`config.mk`:
```
export PLATFORM = sky130hd
export DESIGN_NAME = ir_pulse_width_classifier_flat
export DESIGN_NICKNAME = d
export VERILOG_FILES = /design/src/design/ipwc_pkg.sv /design/src/design/ipwc_if.sv /design/src/design/ir_pulse_width_classifier.sv /design/src/design/ipwc_core.sv /design/src/flat_wrapper.sv
export SDC_FILE = /design/constraint.sdc
export NUM_CORES = 1
export LEC_CHECK = 0
export ABC_AREA = 1
export BUFFER_PORTS_ARGS = -buffer_cell sky130_fd_sc_hd__buf_4
export CAP_MARGIN = 20
export CORE_MARGIN = 2
export CORE_UTILIZATION = 55
export DETAILED_ROUTE_END_ITERATION = 8
export PLACE_DENSITY = 0.79
export REMOVE_ABC_BUFFERS = 1
export SLEW_MARGIN = 10
export SYNTH_ARGS = -nofsm -noshare
export SYNTH_HDL_FRONTEND = slang
export SYNTH_SLANG_ARGS = --single-unit
export TNS_END_PERCENT = 5
```
`constraint.sdc`:
```
create_clock -name clk -period 10 [get_ports clk]
set_input_delay 0 -clock clk [delete_from_list [all_inputs] [get_ports clk]]
set_output_delay 0 -clock clk [all_outputs]
set_load 0.005 [all_outputs]
```
`src/design/ipwc_pkg.sv`:
```
// Package for the IR pulse width classifier: widths, codes, windows and shared types.
package ipwc_pkg;

  localparam int COUNT_WIDTH  = 16;
  localparam int TIME_WIDTH   = 16;
  localparam int CODE_WIDTH   = 3;
  localparam int TICKS_PER_MS = 2000;

  localparam logic FUNC_EDGE = 1'b0;
  localparam logic FUNC_TICK = 1'b1;

  localparam logic [CODE_WIDTH-1:0] EVT_OFF_LONG  = 3'd0;
  localparam logic [CODE_WIDTH-1:0] EVT_ON_MID    = 3'd1;
  localparam logic [CODE_WIDTH-1:0] EVT_OFF_SHORT = 3'd2;
  localparam logic [CODE_WIDTH-1:0] EVT_ON_SHORT  = 3'd3;
  localparam logic [CODE_WIDTH-1:0] EVT_ON_TINY   = 3'd4;
  localparam logic [CODE_WIDTH-1:0] EVT_ON_LONG   = 3'd5;
  localparam logic [CODE_WIDTH-1:0] EVT_TIMEOUT   = 3'd6;

  localparam logic [COUNT_WIDTH-1:0] W1_LO = COUNT_WIDTH'(3 * TICKS_PER_MS);
  localparam logic [COUNT_WIDTH-1:0] W1_HI = COUNT_WIDTH'(14 * TICKS_PER_MS);
  localparam logic [COUNT_WIDTH-1:0] W2_LO = COUNT_WIDTH'(5 * TICKS_PER_MS / 2);
  localparam logic [COUNT_WIDTH-1:0] W2_HI = COUNT_WIDTH'(6 * TICKS_PER_MS);
  localparam logic [COUNT_WIDTH-1:0] W3_LO = COUNT_WIDTH'(2 * TICKS_PER_MS / 5);
  localparam logic [COUNT_WIDTH-1:0] W3_HI = COUNT_WIDTH'(2 * TICKS_PER_MS);
  localparam logic [COUNT_WIDTH-1:0] W4_LO = COUNT_WIDTH'(21 * TICKS_PER_MS / 20);
  localparam logic [COUNT_WIDTH-1:0] W4_HI = COUNT_WIDTH'(2 * TICKS_PER_MS);
  localparam logic [COUNT_WIDTH-1:0] W5_LO = COUNT_WIDTH'(TICKS_PER_MS / 5);
  localparam logic [COUNT_WIDTH-1:0] W5_HI = COUNT_WIDTH'(1 * TICKS_PER_MS);
  localparam logic [COUNT_WIDTH-1:0] W6_LO = COUNT_WIDTH'(12 * TICKS_PER_MS);
  localparam logic [COUNT_WIDTH-1:0] W6_HI = COUNT_WIDTH'(28 * TICKS_PER_MS);

  typedef struct packed {
    logic                  have_first_edge;
    logic                  edge_seen;
    logic [TIME_WIDTH-1:0] last_time;
    logic                  expect_rising;
  } state_t;

  typedef struct packed {
    logic                  valid;
    logic [CODE_WIDTH-1:0] code;
  } result_t;

  function automatic logic in_window(input logic [COUNT_WIDTH-1:0] d,
                                     input logic [COUNT_WIDTH-1:0] lo,
                                     input logic [COUNT_WIDTH-1:0] hi);
    return (d > lo) && (d < hi);
  endfunction

endpackage

```
`src/design/ipwc_if.sv`:
```
// Channel interfaces: edge/tick items in, event codes out.
interface ipwc_in_if;
  logic                           valid;
  logic                           ready;
  logic                           func;
  logic [ipwc_pkg::TIME_WIDTH-1:0] capture_time;

  modport source (output valid, output func, output capture_time, input ready);
  modport sink (input valid, input func, input capture_time, output ready);
endinterface

interface ipwc_out_if;
  logic                           valid;
  logic                           ready;
  logic [ipwc_pkg::CODE_WIDTH-1:0] event_code;

  modport source (output valid, output event_code, input ready);
  modport sink (input valid, input event_code, output ready);
endinterface

```
`src/design/ir_pulse_width_classifier.sv`:
```
// An item accepted into the input register has its event loaded into the output register when it advances.
// Throughput: one item per cycle; the input register drains whenever the output
// register is free or being taken, or when the item gives no event.
// Reset (rst, synchronous): both registers empty, no first edge stored, no edge seen,
// last time zero, falling edge expected.
// Top level of the IR pulse width classifier: input register, classifier, output register.
module ir_pulse_width_classifier (
  input logic      clk,
  input logic      rst,
  ipwc_in_if.sink  items,
  ipwc_out_if.source events
);

  logic                            s1_valid;
  logic                            s1_func;
  logic [ipwc_pkg::TIME_WIDTH-1:0] s1_time;
  ipwc_pkg::state_t                st;
  ipwc_pkg::state_t                st_next;
  ipwc_pkg::result_t               res;
  logic                            out_valid;
  logic [ipwc_pkg::CODE_WIDTH-1:0] out_code;
  logic                            advance;

  ipwc_core u_core (
    .st           (st),
    .func         (s1_func),
    .capture_time (s1_time),
    .st_next      (st_next),
    .res          (res)
  );

  assign advance           = s1_valid && (!res.valid || !out_valid || events.ready);
  assign items.ready       = !s1_valid || advance;
  assign events.valid      = out_valid;
  assign events.event_code = out_code;

  always_ff @(posedge clk) begin
    if (rst) begin
      s1_valid  <= 1'b0;
      out_valid <= 1'b0;
      st        <= '0;
    end else begin
      if (items.valid && items.ready) begin
        s1_valid <= 1'b1;
      end else if (advance) begin
        s1_valid <= 1'b0;
      end
      if (advance) begin
        st <= st_next;
      end
      if (advance && res.valid) begin
        out_valid <= 1'b1;
      end else if (events.ready) begin
        out_valid <= 1'b0;
      end
    end
  end

  always_ff @(posedge clk) begin
    if (items.valid && items.ready) begin
      s1_func <= items.func;
      s1_time <= items.capture_time;
    end
    if (advance && res.valid) begin
      out_code <= res.code;
    end
  end

endmodule

```
`src/design/ipwc_core.sv`:
```
// Classification logic: interval, window compares and next state for one item.
module ipwc_core (
  input  ipwc_pkg::state_t                  st,
  input  logic                              func,
  input  logic [ipwc_pkg::TIME_WIDTH-1:0]   capture_time,
  output ipwc_pkg::state_t                  st_next,
  output ipwc_pkg::result_t                 res
);

  logic [ipwc_pkg::COUNT_WIDTH-1:0] delta;

  assign delta = ipwc_pkg::COUNT_WIDTH'(capture_time) - ipwc_pkg::COUNT_WIDTH'(st.last_time);

  always_comb begin
    st_next   = st;
    res.valid = 1'b0;
    res.code  = ipwc_pkg::EVT_TIMEOUT;
    if (func == ipwc_pkg::FUNC_TICK) begin
      if (!st.edge_seen) begin
        st_next.expect_rising   = 1'b0;
        st_next.have_first_edge = 1'b0;
        res.valid               = 1'b1;
        res.code                = ipwc_pkg::EVT_TIMEOUT;
      end
      st_next.edge_seen = 1'b0;
    end else begin
      st_next.edge_seen = 1'b1;
      st_next.last_time = capture_time;
      if (!st.have_first_edge) begin
        st_next.have_first_edge = 1'b1;
        st_next.expect_rising   = !st.expect_rising;
      end else if (st.expect_rising) begin
        st_next.expect_rising = 1'b0;
        if (ipwc_pkg::in_window(delta, ipwc_pkg::W1_LO, ipwc_pkg::W1_HI)) begin
          res.valid = 1'b1;
          res.code  = ipwc_pkg::EVT_OFF_LONG;
        end else if (ipwc_pkg::in_window(delta, ipwc_pkg::W3_LO, ipwc_pkg::W3_HI)) begin
          res.valid = 1'b1;
          res.code  = ipwc_pkg::EVT_OFF_SHORT;
        end
      end else begin
        st_next.expect_rising = 1'b1;
        if (ipwc_pkg::in_window(delta, ipwc_pkg::W2_LO, ipwc_pkg::W2_HI)) begin
          res.valid = 1'b1;
          res.code  = ipwc_pkg::EVT_ON_MID;
        end else if (ipwc_pkg::in_window(delta, ipwc_pkg::W4_LO, ipwc_pkg::W4_HI)) begin
          res.valid = 1'b1;
          res.code  = ipwc_pkg::EVT_ON_SHORT;
        end else if (ipwc_pkg::in_window(delta, ipwc_pkg::W5_LO, ipwc_pkg::W5_HI)) begin
          res.valid = 1'b1;
          res.code  = ipwc_pkg::EVT_ON_TINY;
        end else if (ipwc_pkg::in_window(delta, ipwc_pkg::W6_LO, ipwc_pkg::W6_HI)) begin
          res.valid = 1'b1;
          res.code  = ipwc_pkg::EVT_ON_LONG;
        end
      end
    end
  end

endmodule

```
`src/flat_wrapper.sv`:
```
// flat-port wrapper written by rule: the top's interface ports become plain ports
module ir_pulse_width_classifier_flat 
  (clk, rst, items_valid, items_func, items_capture_time, items_ready, events_valid, events_event_code, events_ready);
  ipwc_in_if items_i ();
  ipwc_out_if events_i ();
  input logic clk;
  input logic rst;
  input wire logic [$bits(items_i.valid)-1:0] items_valid;
  input wire logic [$bits(items_i.func)-1:0] items_func;
  input wire logic [$bits(items_i.capture_time)-1:0] items_capture_time;
  output wire logic [$bits(items_i.ready)-1:0] items_ready;
  output wire logic [$bits(events_i.valid)-1:0] events_valid;
  output wire logic [$bits(events_i.event_code)-1:0] events_event_code;
  input wire logic [$bits(events_i.ready)-1:0] events_ready;
  assign items_i.valid = items_valid;
  assign items_i.func = items_func;
  assign items_i.capture_time = items_capture_time;
  assign items_ready = items_i.ready;
  assign events_valid = events_i.valid;
  assign events_event_code = events_i.event_code;
  assign events_i.ready = events_ready;
  ir_pulse_width_classifier u_core (.clk(clk), .rst(rst), .items(items_i), .events(events_i));
endmodule
```
### Word-level counts from Yosys, hierarchy flattened

Cells that the tools add are included.

| storage, ports and cells | value |
|---|---|
| flip-flop bits (word level) | 41 |
| logic and storage cells | 62 |
| input bits | 21 |

| cells by class | value |
|---|---|
| $add $sub $neg | 1 |
| reduce and logical (&&, ||, !) cells | 20 |
| magnitude comparators | 11 |
| bitwise logic cells | 1 |
| muxes and demuxes | 19 |
| equality and inequality tests | 1 |

Operators by type and width:

| operator | count |
|---|---|
| 4-bit 2-to-1 mux | 10 |
| 16-bit by 13-bit > comparator with 1-bit output (second input constant) | 2 |
| 16-bit by 10-bit > comparator with 1-bit output (second input constant) | 1 |
| 16-bit by 12-bit > comparator with 1-bit output (second input constant) | 1 |
| 16-bit by 15-bit > comparator with 1-bit output (second input constant) | 1 |
| 16-bit by 9-bit > comparator with 1-bit output (second input constant) | 1 |
| 16-bit by 11-bit less-than comparator with 1-bit output (second input constant) | 1 |
| 16-bit by 12-bit less-than comparator with 1-bit output (second input constant) | 1 |
| 16-bit by 14-bit less-than comparator with 1-bit output (second input constant) | 1 |
| 16-bit by 15-bit less-than comparator with 1-bit output (second input constant) | 1 |
| 16-bit less-than comparator (second input constant) | 1 |
| 16-bit subtractor | 1 |
| 1-bit logical AND | 9 |
| 1-bit 2-to-1 mux | 8 |
| 1-bit logical NOT | 4 |
| 2-bit AND reduction | 2 |
| 2-bit nonzero test | 2 |
| 1-bit logical OR | 3 |
| 2-bit 2-to-1 mux | 1 |
| 2-bit inequality test (second input constant) | 1 |
| 1-bit inverter | 1 |

### Longest topological paths before layout

Gate-level depths: netlist of run 1.

| depth | value |
|---|---|
| depth after elaboration | 17 |
| mapped depth | 27 |

### Hierarchy

Synthesis of run 1 repeated with hierarchy kept, for this count alone.

| unflattened totals | value |
|---|---|
| cell total of the unflattened synthesis | 601 |
| area, all modules | 3682.3 um^2 |

Modules (own cells, without submodules):

| module | instances | area an instance (um^2) | cells an instance | seq. area each (um^2) |
|---|---|---|---|---|
| ipwc_core | 1 | 2090.8 | 440 | 0.0 |
| ir_pulse_width_classifier | 1 | 1591.5 | 161 | 1021.0 |

### Worst setup path after synthesis of run 1

Ideal clock, no wire load.

| path | value |
|---|---|
| kind | reg-to-reg |
| from | reg u_core.s1_time[0] in the netlist's numbering |
| to | reg u_core.s1_func, enable pin |
| cell stages (with the launch flop) | 24 |
| setup time | 369 ps |
| setup slack | 6678 ps |
| data arrival time | 2953 ps |
| buffers on the path | 0 |
| required time | 9631 ps |
| cell sequence | edfxtp_1 > inv_1 > ha_1 > inv_1 > fa_1 > nand2_1 > nand2_1 > nand3_2 > nand2_2 > nand2_1 > nand2_1 > nand2_1 > nand2_2 > nor2_4 > nand2_1 > nor2_2 > nand3_1 > nand2_1 > nand2_1 > o21ai_2 > nand2_2 > nand3_1 > nand2_1 > inv_1 |

| on the way | value |
|---|---|
| word-level cells in the longest chain between the ends | 16 |
| elaborated cells on any way between the ends | 33 |

RTL lines:

| item | line | text |
|---|---|---|
| start: declaration | ir_pulse_width_classifier.sv:16 | `logic [ipwc_pkg::TIME_WIDTH-1:0] s1_time;` |
| start signal: assignment | ir_pulse_width_classifier.sv:62 | `s1_time <= items.capture_time;` |
| 16-bit subtractor * | ipwc_core.sv:12 | `assign delta = ipwc_pkg::COUNT_WIDTH'(capture_time) - ipwc_pkg::COUNT_WIDTH'(st.last_time);` |
| 16-bit by 15-bit > comparator with 1-bit output or 16-bit less-than comparator (tied branches) | ipwc_pkg.sv:48 | `return (d > lo) && (d < hi);` |
| 1-bit logical AND | ipwc_pkg.sv:48 |  |
| 4-bit 2-to-1 mux | ipwc_core.sv:52 | `end else if (ipwc_pkg::in_window(delta, ipwc_pkg::W6_LO, ipwc_pkg::W6_HI)) begin` |
| 4-bit 2-to-1 mux | ipwc_core.sv:49 | `end else if (ipwc_pkg::in_window(delta, ipwc_pkg::W5_LO, ipwc_pkg::W5_HI)) begin` |
| 4-bit 2-to-1 mux | ipwc_core.sv:46 | `end else if (ipwc_pkg::in_window(delta, ipwc_pkg::W4_LO, ipwc_pkg::W4_HI)) begin` |
| 4-bit 2-to-1 mux | ipwc_core.sv:43 | `if (ipwc_pkg::in_window(delta, ipwc_pkg::W2_LO, ipwc_pkg::W2_HI)) begin` |
| 4-bit 2-to-1 mux * | ipwc_core.sv:32 | `end else if (st.expect_rising) begin` |
| 4-bit 2-to-1 mux * | ipwc_core.sv:29 | `if (!st.have_first_edge) begin` |
| 4-bit 2-to-1 mux * | ipwc_core.sv:18 | `if (func == ipwc_pkg::FUNC_TICK) begin` |
| 1-bit logical NOT * | ir_pulse_width_classifier.sv:32 | `assign advance = s1_valid && (!res.valid \|\| !out_valid \|\| events.ready);` |
| 1-bit logical OR * (2 in a row) | ir_pulse_width_classifier.sv:32 |  |
| 1-bit logical AND * | ir_pulse_width_classifier.sv:32 |  |
| 1-bit logical OR * | ir_pulse_width_classifier.sv:33 | `assign items.ready = !s1_valid \|\| advance;` |
| named net items_ready | flat_wrapper.sv:11 | `output wire logic [$bits(items_i.ready)-1:0] items_ready;` |
| 1-bit logical AND * | ir_pulse_width_classifier.sv:60 | `if (items.valid && items.ready) begin` |
| end signal: assignment | ir_pulse_width_classifier.sv:61 | `s1_func <= items.func;` |
| end: declaration | ir_pulse_width_classifier.sv:15 | `logic s1_func;` |

The timed path passes the listed nets; every way through them passes the cells marked *.
A chain may end at the register's enable or synchronous reset.

### Final worst setup path of run 1

| path | value |
|---|---|
| from | reg u_core.s1_time[0] in the netlist's numbering |
| to | reg u_core.s1_time[7] in the netlist's numbering, enable pin |

| on the way | value |
|---|---|
| word-level cells in the longest chain between the ends | 16 |
| elaborated cells on any way between the ends | 33 |

RTL lines:

| item | line |
|---|---|
| 16-bit subtractor * | ipwc_core.sv:12 |
| 16-bit by 15-bit > comparator with 1-bit output or 16-bit less-than comparator (tied branches) | ipwc_pkg.sv:48 |
| 1-bit logical AND | ipwc_pkg.sv:48 |
| 4-bit 2-to-1 mux | ipwc_core.sv:52 |
| 4-bit 2-to-1 mux | ipwc_core.sv:49 |
| 4-bit 2-to-1 mux | ipwc_core.sv:46 |
| 4-bit 2-to-1 mux | ipwc_core.sv:43 |
| 4-bit 2-to-1 mux * | ipwc_core.sv:32 |
| 4-bit 2-to-1 mux * | ipwc_core.sv:29 |
| 4-bit 2-to-1 mux * | ipwc_core.sv:18 |
| 1-bit logical NOT * | ir_pulse_width_classifier.sv:32 |
| 1-bit logical OR * (2 in a row) | ir_pulse_width_classifier.sv:32 |
| 1-bit logical AND * | ir_pulse_width_classifier.sv:32 |
| 1-bit logical OR * | ir_pulse_width_classifier.sv:33 |
| 1-bit logical AND * | ir_pulse_width_classifier.sv:60 |

Mark *: on every way between the ends. The rest lies on a longest branch, timed or not.

==> summary.txt, run 1 <==
Clock Path Buffers = 2
Lkg Pwr = 2.01 nW
Post-synth design cell area = 3340 µm²
Worst clock skew = 0.0103 ns
Avg Inst Size Synth = 6.18 µm²
Vias in the first global route = 3166
TritonCTS Buffers = 5
Hold_sp = events_ready
Antenna violations before repair = 0
# diodes = 0
Placer Congestion = 0.913
Fraction of layout cells with a size suffix above 1 = 11.1%
Pin count of the biggest net entering global routing = 36
Port Buffer Count = 25
Final-report setup violation count = 0
Crit start category = register
First-pass DRT Iterations = 5
F_max = 0.248 GHz
IO Pins = 26
HPWL after DPL = 6.21 mm
Core region area = 5890 µm²
# rows = 28
Clock transition at path regs = 0.09 ns
First-pass GRT wire length = 13.7 mm
Synth top cells by count = nand2_1, nor2_1, inv_1, nand3_1, dfxtp_1
Root Buffer = clkbuf_8
Syn. warnings = 0
Pin slew with the least headroom to its limit = 0.809 ns
Avg Vias per Cell = 5.19
Worst Path Max Fanout = 17
Synth area leader = nand2_1
Critical Path RT = 9.92 ns
Post-layout net count = 624
Status = complete, no violations
WP data arrival = 3.96 ns
FF-to-FF setup slack = 5.96 ns
RSZ-0062 raised after global routing = false
Top post-synthesis cells by area = nand2_1, edfxtp_1, dfxtp_1, nor2_1, inv_1
Slew headroom = 46.0%
CTS tree = done
Max-slew violations = 0
PD cells = 133 nW/µm²
Total wire length = 8.11 mm
Clock Sinks = 41
Total gr overflow = 0
Syn-to-layout area delta = 16.4%
RR Startpoint = u_core.s1_time[0]
Worst Hold Class = input pin to register
Critical path, cell by cell = inv_1 > ha_1 > inv_1 > fa_1 > nand2_1 > nand2_1 > nand3_2 > nand2_2 > nand2_1 > nand2_1 > nand2_1 > nand2_2 > nor2_4 > nand2_1 > nor2_2 > nand3_1 > nand2_1 > nand2_1 > o21ai_2 > nand2_2 > nand3_1 > nand2_1 > inv_1
Total track usage = 26.4%
Die H = 81.9 µm
Worst Setup SP = u_core.s1_time[0]
Top-area cell type share of the netlist area = 21.7%
Max incr delay on CP = 0.60 ns
CP endpoint kind = register
Maxcap violations = 0
# fillers = 536
Wire per inst = 12.2 µm
Most frequent cell after synthesis = nand2_1
CP endpoint = u_core.s1_time[7]
VDD IR-drop max = 0.0000944 V
Worst skew pair latency = 0.30 ns
Crit-path slowest cell = inv_1
Detailed-route DRC error count = 0
TNS Setup = 0 ns
Ys async rst share = 0%
Sequential-to-total area share from yosys stat = 30.6%
ANT nets after route = 0
Synth Flop Type = dfxtp_1
H-tree level count = 2
CP Class = register to register
Yosys cell types = 31
Place WS = 5.99 ns
FF-to-FF path depth = 23
Cells after Synth = 540
Crit path time final = 4.04 ns
Hold Slack = 0.0426 ns
Critical Path Most Common Cell = nand2_1
Post-synth EDFFs = 20
Vias = 3441
Count of state elements after synthesis = 41
Initial Utilization = 56.7%
Postcts setup bufs = 0
Fin crit share = 40.4%
Endpoints failing hold = 0
Final Worst Setup Slack = 5.96 ns
DIE AREA = 6710 µm²
R2R Path End = u_core.s1_time[7]
Die X-Extent = 81.9 µm
DR iter-0 viols = 207
==> kinds of logic (layout without fill, tap and decap cells) <==
group | count (synthesis) | count (layout) | synth area share (%)
AND/OR/NAND/NOR | 373 | 373 | 48.0
buffers and inverters | 83 | 131 | 10.0
flip-flops | 41 | 41 | 30.6
AO/OA/AOI/OAI | 22 | 22 | 3.82
adder cells (fa/ha/maj) | 16 | 16 | 6.22
XOR/XNOR | 5 | 5 | 1.31
==> critical path: cells and delay by family (launching register included) <==
kind,cells,cell delay [ns]
AND/OR/NAND/NOR,17,1.73
buffers and inverters,3,0.77
adder cells (fa/ha/maj),2,0.59
flip-flops,1,0.39
AO/OA/AOI/OAI,1,0.17
==> layout by cell type, fill, tap and decap left out, types with 5 or more instances in the layout <==
cell | synthesis | layout
nand2_2 | 13 | 13
nand3_1 | 56 | 56
clkbuf_8 | 0 | 5
a21oi_1 | 13 | 13
inv_1 | 76 | 76
edfxtp_1 | 20 | 20
dlygate4sd3_1 | 0 | 19
dfxtp_1 | 21 | 21
nand2_1 | 193 | 193
buf_4 | 0 | 25
nand4_1 | 8 | 8
nor2_1 | 82 | 82
ha_1 | 15 | 15
nor2_2 | 5 | 5
==> area by class of cell <==
type	count	area, µm²	share of cell area [%]
Inverter	79	297	7.63
Multi-Input combinational cell	416	1980	51.0
Clock buffer	5	68.8	1.77
Tap cell	75	93.8	2.41
Clock inverter	3	46.3	1.19
Timing Repair Buffer	44	378	9.72
Sequential cell	41	1020	26.3
==> worst min-delay path by stage <==
stage	to	slack [ns]	cells past startpoint
floorplan	u_core.s1_valid	0.07	1
global placement	u_core.s1_time[2]	0.18	1
detailed placement	u_core.s1_time[9]	0.18	1
CTS	u_core.events.valid	0.04	4
global route	u_core.events.valid	0.08	4
finish	u_core.events.valid	0.04	4
==> where the power goes <==
part / leakage [nW] / switching (W) / internal, W
Sequential: 0.359 / 0.00000406 / 0.000185
Clock: 0.0543 / 0.0000624 / 0.0000748
Combinational: 1.60 / 0.000127 / 0.0000626
==> state kept, by name, indices dropped and copies added (netlist names) <==
name / flops
u_core.st: 19
u_core.s1_time: 16
u_core.events.event_code: 3
u_core.events.valid: 1
u_core.s1_func: 1
u_core.s1_valid: 1
==> per-stage QoR <==
step | instances | area [µm²] | util [%] | power, W
after CTS | 663 | 3890 | 66.0 | 0.000516
final | 663 | 3890 | 66.0 | 0.000516
after global placement | 636 | 3580 | 60.8 | 0.000371
after floorplan | 536 | 3300 | - | 0.000329
after global routing | 663 | 3890 | 66.0 | 0.000550
after detailed placement | 636 | 3580 | 60.8 | 0.000373
==> timing repair <==
| action | in CTS | in global routing |
|---|---|---|
| resized for setup | 0 | 0 |
| hold buffers | 19 | 0 |
| endpoints found under the hold margin | 21 | 0 |
==> metal layers <==
layer / up-vias / wire, µm / track usage (%)
li1: 1789 / - / -
met1: 1528 / 3700 / 34.1
met2: 103 / 3770 / 45.0
met3: 21 / 405 / 3.74
met4: 0 / 230 / 9.17
met5: - / 0 / 0
No activity file was read; power rests on OpenSTA's default activity.
==> run 2, diff against run 1 <==
- clock period: 10 -> 3.75 ns (I/O delays scaled with it)
==> run 2 against run 1 <==
Net effect:
- maximum frequency rose by 14%
- highest routed layer unchanged
- via count grew 7.1%
- critical endpoint is now u_core.s1_time[12]
- register-to-register slack worse by 5.7 ns
==> summary.txt, run 2 (synthesis gave the netlist of run 1 again) <==
Clock Sinks = 41 (unchanged)
Status = complete, no violations
Avg Vias per Cell = 5.46 (+5.2%)
Bufs and invs on worst path = 2 (-1)
Sequential share of power = 35.7% (-1.0 points)
F_max = 0.283 GHz (+14%)
Maxcap violations = 0 (unchanged)
Vias = 3685 (+7.1%)
DIE AREA = 6710 µm² (unchanged)
Most frequent cells in the layout = nand2_1, nor2_1, inv_1, nand3_1, buf_4
CP Class = register to register
# diodes = 0 (unchanged)
Placer Congestion = 0.938 (+2.7%)
Hold_sp = events_ready
Root Buffer = clkbuf_8
Slew headroom = 51.0% (+5.0 points)
Final-report setup violation count = 0 (unchanged)
Place WS = 0.125 ns (-5.87 ns)
Core region area = 5890 µm² (unchanged)
Sw frac = 38.3% (+0.76 points)
Max FFs per register = 19 (unchanged)
Wire per inst = 13.8 µm (+13%)
H-tree level count = 2 (unchanged)
CTS tree = done
Total gr overflow = 0 (unchanged)
Critical Path Most Common Cell = nand2_1
TritonCTS Buffers = 5 (unchanged)
Post-layout power = 0.00142 W (+180%)
Endpoints failing hold = 0 (unchanged)
Clock Path Buffers = 2 (unchanged)
Clock share of power = 25.8% (-0.8 points)
Total wire length = 9.34 mm (+15%)
# fillers = 510 (-4.9%)
Worst clock skew = 0.00396 ns (-0.00634 ns)
Post-layout net count = 636 (+1.9%)
Antenna violations before repair = 0 (unchanged)
Max incr delay on CP = 0.43 ns (-0.17 ns)
Die H = 81.9 µm (unchanged)
First-pass GRT wire length = 14.0 mm (+1.6%)
# rows = 28 (unchanged)
WP data arrival = 3.60 ns (-0.36 ns)
Detailed-route DRC error count = 0 (unchanged)
VDD IR-drop max = 0.000285 V (+200%)
Combinational share of power = 38.6% (+1.8 points)
Commonest non-fill, non-tap cell in the layout = nand2_1
Fraction of layout cells with a size suffix above 1 = 14.8% (+3.8 points)
Die X-Extent = 81.9 µm (unchanged)
Pin slew with the least headroom to its limit = 0.734 ns (-0.0745 ns)
Worst Setup SP = u_core.s1_time[5]
DR iter-0 viols = 320 (+55%)
CP endpoint kind = register
Fin crit share = 94.2% (+54 points)
Pin count of the biggest net entering global routing = 36 (unchanged)
Lkg Pwr = 2.07 nW (+2.7%)
IO Pins = 26 (unchanged)
Worst skew pair latency = 0.30 ns (about the same)
Total track usage = 26.5% (+0.14 points)
Critical Path RT = 3.82 ns (-6.10 ns)
Critical path, cell by cell = ha_1 > nand2_2 > nor2_1 > nand3_1 > nand4_1 > nand2_2 > nor2_1 > nand2_1 > o21ai_1 > nand3_1 > nand2_1 > nand2_1 > nand3_1 > o21ai_2 > nand2_2 > nand3_2 > nand2_1 > inv_2 > clkbuf_16
Crit start category = register
PD cells = 348 nW/µm² (+160%)
Max-slew violations = 0 (unchanged)
Crit-path slowest cell = ha_1
Crit path time final = 3.53 ns (-0.506 ns)
Syn-to-layout area delta = 22.3%
HPWL after DPL = 6.12 mm (-1.5%)
Clock transition at path regs = 0.08 ns (about the same)
Worst Hold Class = input pin to register
Internal power = 0.000878 W (+170%)
Final Worst Setup Slack = 0.218 ns (-5.74 ns)
Top Family by Delay on Critical Path = simple AND/OR/NAND/NOR gates
ANT nets after route = 0 (unchanged)
First-pass DRT Iterations = 5 (unchanged)
Initial Utilization = 56.7% (unchanged)
Port Buffer Count = 25 (unchanged)
Largest Register = u_core.st
RR Startpoint = u_core.s1_time[5]
Vias in the first global route = 3269 (+3.3%)
Switching pwr = 0.000544 W (+180%)
Worst Path Max Fanout = 8 (-9)
[run 2: final timing paths]
kind	end	slack, ns	cells past startpoint
max	u_core.s1_time[12]	0.22	19
min	u_core.events.valid	0.1	4
max reg2reg	u_core.s1_time[12]	0.22	19
min reg2reg	u_core.st[18]	0.47	2
[run 2: layout make-up]
class	count	area, µm²	share of cell area (%)
Clock buffer	5	68.8	1.69
Inverter	79	297	7.26
Clock inverter	3	43.8	1.07
Multi-Input combinational cell	421	2100	51.4
Sequential cell	41	1020	25.0
Timing Repair Buffer	51	460	11.3
Tap cell	75	93.8	2.30
[run 2: power groups by stage]
stage	logic [W]	clock network, W	registers [W]
after floorplan	0.000364	0	0.000513
after global placement	0.000476	0	0.000514
after detailed placement	0.000481	0	0.000515
after CTS	0.000499	0.000373	0.000505
after global routing	0.000609	0.000387	0.000510
final	0.000549	0.000366	0.000507
[run 2: per-stage QoR]
stage	area, µm²	instances	TNS (ns)	hold slack, ns	utilization (%)
after floorplan	3300	536	0	0.0691	-
after CTS	3900	664	0	0.0375	66.3
after detailed placement	3600	637	0	0.179	61.2
after global placement	3600	637	0	0.178	61.2
final	4080	675	0	0.0953	69.4
after global routing	4080	675	-0.435	0.121	69.4
[run 2: worst register-to-register path, delay by kind of cell, from the launching register on]
kind / cells / cell delay [ns]
AO/OA/AOI/OAI: 2 / 0.22
AND/OR/NAND/NOR: 14 / 2.02
flip-flops: 1 / 0.40
adder cells (fa/ha/maj): 1 / 0.43
buffers and inverters: 2 / 0.23
[run 2: per-layer routing]
metal	track usage [%]	wire length, µm	vias up
li1	-	-	1823
met3	3.96	698	28
met2	45.7	4400	157
met5	0	0	-
met1	34.2	3940	1677
met4	8.17	300	0
[run 2: timing repair]
item	in CTS	in global routing
endpoints found under the hold margin	21	0
hold buffers	19	0
buffers inserted	0	5
gates resized for setup	0	17
endpoints found under the setup margin	0	41
==> run 3, diff against run 2 <==
- SYNTH_HIERARCHICAL: not set -> 1
==> run 3 against run 2 <==
Net effect:
- the flow now finishes with violations (DRC)
- critical path depth rose by 5
- via count increased by 3.8%
- maximum frequency is 2.8% higher
- final area up 7.0%
- sequential share of layout area down 1.6 points
- clock skew up 0.0049 ns
- synthesized cell count is 11% higher
- die area increased by 9.8%
==> summary.txt, run 3 <==
Placer Congestion = 0.977 (+4.1%)
Die H = 85.8 µm (+4.8%)
Syn-to-layout area delta = 18.7%
IO Pins = 26 (unchanged)
Die X-Extent = 85.8 µm (+4.8%)
Avg Inst Size Synth = 6.13 µm² (-0.89%)
Synth Flop Type = dfxtp_1
Wire per inst = 12.6 µm (-8.6%)
Post-DP Area = 3920 µm² (+8.7%)
Largest Register = u_core/st
TNS Setup = 0 ns (unchanged)
DIE AREA = 7370 µm² (+9.8%)
Clock transition at path regs = 0.09 ns (about the same)
Fin crit share = 91.6% (-2.6 points)
# fillers = 566 (+11%)
Lkg Pwr = 2.13 nW (+3.0%)
First-pass DRT Iterations = 8 (+3)
Initial Utilization = 57.3% (+0.62 points)
Port Buffer Count = 25 (unchanged)
Vias in the first global route = 3304 (+1.1%)
Cells after Synth = 601 (+11%)
HPWL after DPL = 6.63 mm (+8.4%)
RSZ-0062 raised after global routing = false
Worst clock skew = 0.00884 ns (+0.00488 ns)
VDD IR-drop max = 0.000205 V (-28%)
Failing checks = DRC
Endpoints failing hold = 0 (unchanged)
Pin count of the biggest net entering global routing = 42 (+17%)
Detailed-route DRC error count = 2 (+2)
Crit path time final = 3.44 ns (-0.0957 ns)
Post-synth EDFFs = 20 (unchanged)
Crit-path slowest cell = fa_2
Most frequent cell after synthesis = nand2_1
Worst skew pair latency = 0.29 ns (about the same)
Post-synth design cell area = 3680 µm² (+10%)
TritonCTS Buffers = 5 (unchanged)
First-pass GRT wire length = 14.6 mm (+4.9%)
Sequential-to-total area share from yosys stat = 27.7% (-2.9 points)
Clock Path Buffers = 2 (unchanged)
Syn. warnings = 6 (+6)
Root Buffer = clkbuf_8
Post-layout net count = 681 (+7.1%)
Yosys cell types = 35 (+13%)
# rows = 29 (+3.6%)
Pin slew with the least headroom to its limit = 0.851 ns (+0.117 ns)
Top-area cell type share of the netlist area = 19.2% (-2.5 points)
Ys async rst share = 0% (unchanged)
F_max = 0.291 GHz (+2.8%)
Most frequent cells in the layout = nand2_1, inv_1, nand3_1, nor2_1, buf_4
CP Class = register to register
Total track usage = 24.9% (-1.6 points)
Top post-synthesis cells by area = nand2_1, edfxtp_1, dfxtp_1, inv_1, nand3_1
Status = finished, violations left
Post-layout power = 0.00149 W (+5.0%)
Fraction of layout cells with a size suffix above 1 = 17.1% (+2.2 points)
WP data arrival = 3.42 ns (-0.18 ns)
Max-slew violations = 0 (unchanged)
Synth area leader = nand2_1
Antenna violations before repair = 0 (unchanged)
Vias = 3826 (+3.8%)
Core region area = 6420 µm² (+9.1%)
PD cells = 342 nW/µm² (-1.9%)
Max incr delay on CP = 0.41 ns (-0.02 ns)
Maxcap violations = 0 (unchanged)
Critical path, cell by cell = inv_2 > ha_1 > inv_2 > fa_2 > nand2_2 > nand2_2 > nand3_4 > nand2_4 > nand2_4 > nand3_1 > nand2_1 > nand2_4 > nor2_4 > nand2_1 > nor2_1 > nor2_1 > nor2_1 > nand2_1 > nand2_1 > nand2_2 > nand4_1 > nand2_1 > inv_1 > buf_6
Total gr overflow = 0 (unchanged)
ANT nets after route = 0 (unchanged)
H-tree level count = 2 (unchanged)
CTS tree = done
Synth top cells by count = nand2_1, inv_1, nand3_1, nor2_1, a21oi_1
Slew headroom = 43.2% (-7.8 points)
Crit start category = register
Place WS = 0.181 ns (+0.0558 ns)
Critical Path RT = 3.74 ns (-0.08 ns)
Commonest non-fill, non-tap cell in the layout = nand2_1
Total wire length = 9.13 mm (-2.3%)
CP endpoint kind = register
Final Worst Setup Slack = 0.313 ns (+0.0957 ns)
Final-report setup violation count = 0 (unchanged)
Count of state elements after synthesis = 41 (unchanged)
Max FFs per register = 19 (unchanged)
Final Instance Area = 4370 µm² (+7.0%)
Critical Path Most Common Cell = nand2_1
Avg Vias per Cell = 5.30 (-2.9%)
Worst Hold Class = input pin to register
Clock Sinks = 41 (unchanged)
Top Family by Delay on Critical Path = simple AND/OR/NAND/NOR gates
Worst Path Max Fanout = 17 (+9)
# diodes = 0 (unchanged)
Bufs and invs on worst path = 4 (+2)
DR iter-0 viols = 266 (-17%)
## run 3: cell count changes in the layout (fill, tap and decap cells not counted), moves of 8 or more
cell / previous run / this run
nor2_1: 78 / 63
a21oi_2: 3 / 11
nand3_1: 55 / 66
nand2_1: 189 / 179
inv_1: 74 / 93
o21ai_0: 3 / 21
a21oi_1: 13 / 21
## run 3: layout make-up
type | instances | area, µm² | share of cell area (%)
well taps | 77 | 96.3 | 2.21
clock inverters | 3 | 41.3 | 0.945
inverters | 97 | 364 | 8.33
clock buffers | 5 | 68.8 | 1.58
multi-input cells | 447 | 2320 | 53.1
repair buffers | 52 | 457 | 10.5
flip-flops and latches | 41 | 1020 | 23.4
## run 3: logic make-up (layout without fill, tap and decap cells)
family / count (synthesis) / count (layout) / share of synthesized area, %
and+or+nand+nor: 371 / 371 / 44.6
buffers and inverters: 113 / 157 / 12.2
AOI/OAI and AO/OA: 58 / 58 / 9.28
DFF: 41 / 41 / 27.7
adders and majority gates: 16 / 16 / 5.64
xor gates and xnor gates: 2 / 2 / 0.476
## run 3: worst min-delay path, stage by stage
cell and delay, ns:
dlygate4sd3_1 0.53, buf_4 0.11, a21oi_2 0.03
## run 3: final timing paths
| path | end | slack [ns] | from | cells past startpoint |
|---|---|---|---|---|
| worst max register to register | u_core/s1_time[4] | 0.31 | u_core/s1_time[0] | 24 |
| worst min-delay path | u_core/s1_valid | 0.41 | rst | 3 |
| worst min register to register | u_core/st[9] | 0.48 | u_core/st[9] | 2 |
| worst max-delay path | u_core/s1_time[4] | 0.31 | u_core/s1_time[0] | 24 |
## run 3: report_power, final
| part | switching, W | leakage (nW) | internal, W |
|---|---|---|---|
| registers | 0.0000184 | 0.362 | 0.000498 |
| clock network | 0.000159 | 0.0518 | 0.000196 |
| logic | 0.000404 | 1.72 | 0.000218 |
| total | 0.000581 | 2.13 | 0.000912 |
## run 3: metal layers
metal | up-vias | global-route usage, % | wire length [µm] | share of wire [%]
li1 | 1984 | - | - | -
met1 | 1729 | 32.9 | 4160 | 46
met2 | 99 | 41.7 | 4340 | 48
met3 | 14 | 3.56 | 406 | 4.4
met4 | 0 | 9.09 | 226 | 2.5
met5 | - | 0 | 0 | 0
## run 3: metrics by stage
| stage | utilization (%) | hold slack [ns] | cells |
|---|---|---|---|
| floorplan | - | 0.0691 | 585 |
| global placement | 61.0 | 0.168 | 690 |
| detailed placement | 61.0 | 0.170 | 690 |
| CTS | 65.8 | 0.291 | 718 |
| global route | 68.0 | 0.405 | 722 |
| finish | 68.0 | 0.413 | 722 |
## run 3: what timing repair did
action,CTS,global route
gates resized for setup,0,33
endpoints found under the hold margin,19,1
buffers inserted,0,4
endpoints found under the setup margin,0,38
hold buffers,20,1
